<file path="src/assert_macros.svh">
// ----------------------------------------------------------------------------
// Assertion macros
// Shared concurrent assertion wrappers for the PID controller RTL.
// ----------------------------------------------------------------------------
`ifndef ASSERT_MACROS_SVH
`define ASSERT_MACROS_SVH
`ifndef NO_ASSERTIONS
`define ASSERT_CLK(lbl, clk, rst, prop) \
  lbl: assert property (@(posedge clk) disable iff (rst) prop) \
    else $error("assertion failed");
`define ASSERT_ALWAYS(lbl, clk, prop) \
  lbl: assert property (@(posedge clk) prop) \
    else $error("assertion failed");
`else
`define ASSERT_CLK(lbl, clk, rst, prop)
`define ASSERT_ALWAYS(lbl, clk, prop)
`endif
`endif

</file>
<file path="src/pcfd_pkg.sv">
// ----------------------------------------------------------------------------
// PID controller package
// Types, constants and fixed-point helper functions of the PID core.
// ----------------------------------------------------------------------------
`default_nettype none
package pcfd_pkg;

  localparam int DW       = 32;
  localparam int FB       = 16;
  localparam int WB       = 16;
  localparam int DRIVE_W  = 23;
  localparam int DIV_W    = DW + FB;
  localparam logic [16:0] W_ONE = 17'd65536;
  localparam logic signed [33:0] DRIVE_MAX = 34'sd6553600;

  typedef enum logic [2:0] {
    REG_SETPOINT  = 3'd0,
    REG_GAIN_P    = 3'd1,
    REG_GAIN_I    = 3'd2,
    REG_GAIN_D    = 3'd3,
    REG_INT_LIMIT = 3'd4,
    REG_FILT_W    = 3'd5
  } reg_idx_t;

  typedef enum logic [3:0] {
    OP_NONE,
    OP_LOAD,
    OP_CLEAR,
    OP_ERR,
    OP_MUL_INT,
    OP_INTEG,
    OP_DIV,
    OP_MUL_RAW,
    OP_MUL_FILT,
    OP_DERIV,
    OP_MUL_P,
    OP_MUL_I,
    OP_MUL_D,
    OP_TOTAL,
    OP_COMMIT
  } op_t;

  typedef struct packed {
    op_t op;
  } cmd_t;

  typedef struct packed {
    logic dt_zero;
    logic div_last;
    logic out_free;
  } status_t;

  function automatic logic signed [DW-1:0] sat34(input logic signed [33:0] v);
    logic signed [DW-1:0] r;
    if (v > 34'sh0_7FFF_FFFF) begin
      r = 32'sh7FFF_FFFF;
    end else if (v < -34'sh0_8000_0000) begin
      r = 32'sh8000_0000;
    end else begin
      r = v[DW-1:0];
    end
    return r;
  endfunction

  function automatic logic [DW-1:0] mag(input logic signed [DW-1:0] v);
    logic [DW-1:0] r;
    r = v[DW-1] ? (~v + 32'd1) : v;
    return r;
  endfunction

  function automatic logic signed [DW-1:0] fin(input logic [63:0] p, input logic neg);
    logic [47:0] s;
    logic signed [DW-1:0] r;
    s = p[63:FB];
    if (s > 48'h0000_7FFF_FFFF) begin
      r = neg ? 32'sh8000_0000 : 32'sh7FFF_FFFF;
    end else begin
      r = neg ? -$signed(s[DW-1:0]) : $signed(s[DW-1:0]);
    end
    return r;
  endfunction

endpackage
`default_nettype wire

</file>
<file path="src/pcfd_ctrl.sv">
// ----------------------------------------------------------------------------
// PID controller sequencer
// Steps the datapath through error, integral, divide, filter and output.
// ----------------------------------------------------------------------------
`default_nettype none
`include "assert_macros.svh"
module pcfd_ctrl
  import pcfd_pkg::*;
(
  input  wire logic    clk,
  input  wire logic    rst,
  input  wire logic    in_valid,
  input  wire logic    action,
  output logic         in_stall,
  input  wire status_t status,
  output cmd_t         cmd
);

  typedef enum logic [3:0] {
    S_IDLE, S_ERR, S_MINT, S_INTEG, S_DIV, S_MRAW, S_MFILT, S_DERIV,
    S_MP, S_MI, S_MD, S_TOT, S_DONE
  } state_t;

  state_t state, state_next;

  always_comb begin
    state_next = state;
    cmd.op     = OP_NONE;
    case (state)
      S_IDLE: begin
        if (in_valid) begin
          cmd.op = action ? OP_CLEAR : OP_LOAD;
          if (!action) state_next = S_ERR;
        end
      end
      S_ERR: begin cmd.op = OP_ERR; state_next = S_MINT; end
      S_MINT: begin cmd.op = OP_MUL_INT; state_next = S_INTEG; end
      S_INTEG: begin
        cmd.op = OP_INTEG;
        state_next = status.dt_zero ? S_MP : S_DIV;
      end
      S_DIV: begin
        cmd.op = OP_DIV;
        if (status.div_last) state_next = S_MRAW;
      end
      S_MRAW: begin cmd.op = OP_MUL_RAW; state_next = S_MFILT; end
      S_MFILT: begin cmd.op = OP_MUL_FILT; state_next = S_DERIV; end
      S_DERIV: begin cmd.op = OP_DERIV; state_next = S_MP; end
      S_MP: begin cmd.op = OP_MUL_P; state_next = S_MI; end
      S_MI: begin cmd.op = OP_MUL_I; state_next = S_MD; end
      S_MD: begin cmd.op = OP_MUL_D; state_next = S_TOT; end
      S_TOT: begin cmd.op = OP_TOTAL; state_next = S_DONE; end
      S_DONE: begin
        if (status.out_free) begin
          cmd.op = OP_COMMIT;
          state_next = S_IDLE;
        end
      end
      default: state_next = S_IDLE;
    endcase
  end

  assign in_stall = (state != S_IDLE);

  always_ff @(posedge clk) begin
    if (rst) begin
      state <= S_IDLE;
    end else begin
      state <= state_next;
    end
  end

  `ASSERT_CLK(a_div_exit, clk, rst, (state == S_DIV && status.div_last) |=> state == S_MRAW)
  `ASSERT_CLK(a_done_exit, clk, rst, (state == S_DONE && status.out_free) |=> state == S_IDLE)
  `ASSERT_CLK(a_compute_busy, clk, rst, (in_valid && !in_stall && !action) |=> in_stall)
  `ASSERT_CLK(a_clear_idle, clk, rst, (in_valid && !in_stall && action) |=> !in_stall)

endmodule
`default_nettype wire

</file>
<file path="config.mk">
export PLATFORM = sky130hd
export DESIGN_NAME = pcfd_ctrl
export DESIGN_NICKNAME = d
export VERILOG_FILES = /design/src/pcfd_pkg.sv /design/src/pcfd_ctrl.sv
export VERILOG_INCLUDE_DIRS = /design/src /design/src/src
export SDC_FILE = /design/constraint.sdc
export NUM_CORES = 1
export LEC_CHECK = 0
export BUFFER_PORTS_ARGS = -buffer_cell sky130_fd_sc_hd__buf_2
export CORE_AREA = 10 10 47 49
export DETAILED_ROUTE_END_ITERATION = 16
export DIE_AREA = 0 0 57 59
export PLACE_DENSITY = 0.49
export REMOVE_ABC_BUFFERS = 1
export SETUP_SLACK_MARGIN = 0.5
export SYNTH_ARGS = -nofsm -noshare
export SYNTH_HDL_FRONTEND = slang
export SYNTH_SLANG_ARGS = --single-unit
</file>
<file path="constraint.sdc">
create_clock -name clk -period 1.9 [get_ports clk]
set_input_delay 0.19 -clock clk [delete_from_list [all_inputs] [get_ports clk]]
set_output_delay 0.19 -clock clk [all_outputs]
set_load 0.005 [all_outputs]
</file>
==> summary.md <==
| Metric | Value |
|---|---|
| Clock tree root buffer cell | `sky130_fd_sc_hd__clkbuf_4` |
| Cell area power density | `about 860 nW/um^2` |
| Gate Count Post-Synth | `38` |
| Post-Place Cells | `~60` |
| Cells taking the most area after synthesis | `sky130_fd_sc_hd__dfxtp_1 (26%), sky130_fd_sc_hd__a311oi_1 (8.5%), sky130_fd_sc_hd__a21oi_1 (6.5%)` |
| Leakage power summed over all cells | `~0.19 nW` |
| Leftover overflow at the end of global routing | `0` |
| Fraction of the mapped netlist area in adder cells | `0` |
| Detailed-route via count | `between 300 and 400` |
| Port Buffers | `11` |
| #FFs+latches synth | `4` |
| Final routed DRC violation total | `0` |
| Post-synthesis share of cell area spent on xor and xnor gates | `0.0285` |
| Clock tree from TritonCTS | `yes` |
| Cell Count, Final, Fillers Out | `70` |
| Effective utilization at floorplan | `0.220` |
| Data required time at the worst endpoint | `1.71 ns` |
| Number of inserted diodes | `0` |
| Fin nets | `between 60 and 70` |
| Library cell with the largest summed area after synthesis | `sky130_fd_sc_hd__dfxtp_1` |
| Slew @ Worst Pin | `0.345 ns` |
| Number of global-route vias before repair | `approximately 340` |
| Final critical-path share of the clock period | `0.769` |
| Die Width | `57 um` |
| Combinational family with the most area after synthesis | `compound AO/OA/AOI/OAI gates` |
| Share of final-layout standard cells stronger than drive strength 1 | `0.500` |
| HPWL after detailed placement | `roughly 560 um` |
| Count of pins over their slew limit | `0` |
| Number of flip-flops under the largest register name | `4` |
| Largest buffer count on any clock path | `2` |
| GRT Total Usage | `0.0544` |
| Insertion delay of the later-clocked pin in the worst-skew pair | `approximately 0.25 ns` |
| Multiplexer share of the synthesized area | `0.102` |
| Portion of the post-synthesis area used by sequential elements | `0.260` |
| Iteration-0 DRC count of the detailed router | `4` |
| Biggest registers after layout | `state: 4 flops` |
| Inserted Clock Buffers | `3` |
| Count of different cell masters after synthesis | `24` |
| Total area of sequential cells | `95.1 um^2` |
| Wire length of the first global-routing pass | `around 1.4 mm` |
| Max-cap viol count | `0` |
| Number of vias per cell | `4.83` |
| RSZ-0062 raised after global routing | `true` |
| Routed length per placed instance | `around 12 um` |
| Detailed-routing iteration count for the pre-antenna-repair pass | `4` |
| Number of failing setup endpoints in the final timing report | `0` |
| Final Skew | `~0.010 ns` |
| Die Footprint | `~3400 um^2` |
| Type of the worst setup path | `flip-flop to primary output` |
| Num ports | `12` |
| Height of the die | `between 50 and 60 um` |
| Maximum achievable frequency | `0.685 GHz` |
| Number of nets still failing antenna checks after routing | `0` |
| Worst hold path class | `input port to flip-flop` |
| Clock edge transition at the registers on the reported setup and hold paths | `around 0.04 ns` |
| Placeable core region | `around 1400 um^2` |
| FP Rows | `14` |
| Max H-tree Level | `1` |
| Total routed wirelength | `about 840 um` |
| Sum of negative setup slack | `0 ns` |
| Synth Area in Compound Gates | `0.280` |
| Signed area change from the synthesized netlist to the final layout | `47.2%` |
| Largest net degree at the start of global routing | `14` |
| Endpoints failing hold | `0` |
| Run status | `finished, final reports clean` |
| Max transition margin | `0.764` |
| Element type at the critical path end | `primary output` |
| Final-layout fill cell count | `around 160` |
| Synthesized area per cell | `slightly above 8 um^2` |
| Routability-driven placement congestion ratio | `0.708` |
| Largest fanout of any net on the critical path | `6` |
| Register name with the most flops | `state` |
| Worst endpoint data arrival time | `1.27 ns` |
| Cell Area, Synth | `just over 300 um^2` |
| Nature of the critical path startpoint | `flip-flop` |
| Final critical delay including setup and external delays | `between 1 and 1.5 ns` |
| Sink Count | `4` |
| Synth Warn # | `0` |
| Fraction of post-synthesis cell area in the top cell type by area | `0.260` |
| Share of synthesized cell area in and, or, nand and nor gates | `0.244` |
| Area of combinational cells with multiple inputs | `between 200 and 250 um^2` |
| Max IR drop VDD | `roughly 0.00022 V` |
| Antenna violations before repair | `0` |
-- where the power goes --
| part | switching [W] | leakage [nW] | internal [W] |
|---|---|---|---|
| sequential | 0.0000255 | 0.0356 | 0.0000978 |
| combinational | 0.0000589 | 0.140 | 0.0000992 |
| clock | 0.0000388 | 0.0138 | 0.0000709 |
-- cell usage after synthesis --
master and n:
sky130_fd_sc_hd__a2111oi_0 1, sky130_fd_sc_hd__a21boi_0 1, sky130_fd_sc_hd__a21oi_1 4, sky130_fd_sc_hd__a311oi_1 3
sky130_fd_sc_hd__a31oi_1 1, sky130_fd_sc_hd__and2_1 1, sky130_fd_sc_hd__buf_1 1, sky130_fd_sc_hd__buf_6 1
sky130_fd_sc_hd__clkbuf_1 2, sky130_fd_sc_hd__dfxtp_1 4, sky130_fd_sc_hd__inv_1 1, sky130_fd_sc_hd__mux2_2 1
sky130_fd_sc_hd__mux2i_1 2, sky130_fd_sc_hd__nand2_1 2, sky130_fd_sc_hd__nand2b_1 2, sky130_fd_sc_hd__nand3_1 1
sky130_fd_sc_hd__nand4b_1 1, sky130_fd_sc_hd__nor2_1 3, sky130_fd_sc_hd__nor2b_1 1, sky130_fd_sc_hd__o2111a_1 1
sky130_fd_sc_hd__o22ai_1 1, sky130_fd_sc_hd__or2_2 1, sky130_fd_sc_hd__or4_4 1, sky130_fd_sc_hd__xor2_1 1
-- worst paths after layout --
check / startpoint / to / slack (ns) / depth (start not counted)
hold / removal: rst / state[3] / 0.14 / 2
setup / recovery: state[0] / in_stall / 0.44 / 2
hold reg to reg: state[2] / state[2] / 0.55 / 2
setup reg to reg: state[0] / state[0] / 0.51 / 3
-- layout make-up --
cell class / instances / share of cell area
Multi-Input combinational cell: 29 / 0.445
Timing Repair Buffer: 17 / 0.243
Sequential cell: 4 / 0.210
Clock buffer: 3 / 0.0497
Tap cell: 16 / 0.0442
Inverter: 1 / 0.00829
-- through the flow --
stage	power, W	setup slack [ns]	util	area [um^2]	hold WS [ns]
final	0.000391	0.440	0.323	453	0.137
after detailed placement	0.000241	0.520	0.257	360	0.389
after floorplan	0.000193	0.596	-	285	0.262
after CTS	0.000388	0.442	0.317	444	0.138
after global routing	0.000418	0.410	0.323	453	0.159
after global placement	0.000243	0.513	0.257	360	0.390
-- layout by cell type (no fill, tap or decap) --
master	count
sky130_fd_sc_hd__a2111oi_0	1
sky130_fd_sc_hd__a21boi_0	1
sky130_fd_sc_hd__a21oi_1	4
sky130_fd_sc_hd__a311oi_1	3
sky130_fd_sc_hd__a31oi_1	1
sky130_fd_sc_hd__and2_1	1
sky130_fd_sc_hd__buf_2	10
sky130_fd_sc_hd__buf_4	5
sky130_fd_sc_hd__buf_6	2
sky130_fd_sc_hd__clkbuf_4	3
sky130_fd_sc_hd__dfxtp_4	4
sky130_fd_sc_hd__inv_1	1
sky130_fd_sc_hd__mux2_2	1
sky130_fd_sc_hd__mux2i_1	2
sky130_fd_sc_hd__nand2_1	2
sky130_fd_sc_hd__nand2b_1	2
sky130_fd_sc_hd__nand3_1	1
sky130_fd_sc_hd__nand4b_1	1
sky130_fd_sc_hd__nor2_1	3
sky130_fd_sc_hd__nor2b_1	1
sky130_fd_sc_hd__o2111a_1	1
sky130_fd_sc_hd__o22ai_1	1
sky130_fd_sc_hd__or2_2	1
sky130_fd_sc_hd__or4_4	1
sky130_fd_sc_hd__xor2_1	1
-- metal layers --
layer  vias up  part of all wire  global-route usage
met5         -                 0                   0
met4         0             0.057              0.0705
met3         5             0.065              0.0193
met2        14              0.41              0.0682
met1       141              0.47              0.0615
li1        178                 -                   -
-- critical path: stages (launching register included) --
cell and delay [ns]:
sky130_fd_sc_hd__dfxtp_4 0.35, sky130_fd_sc_hd__or4_4 0.54, sky130_fd_sc_hd__buf_6 0.13
-- logic make-up after synthesis --
kind of cell	Yosys count
and+or+nand+nor	13
AOI/OAI and AO/OA	12
buffers and inverters	5
DFF	4
muxes	3
xor gates and xnor gates	1
-- repair_timing --
| item | 4_1_cts | 5_1_grt |
|---|---|---|
| gates resized for setup | 7 | 3 |
| setup endpoints to repair | 5 | 6 |
| pin swaps | 1 | 1 |
| hold buffers | 0 | 0 |
| setup buffers | 6 | 0 |
| cloned | 0 | 0 |
No activity file was read; power rests on OpenSTA's default activity.
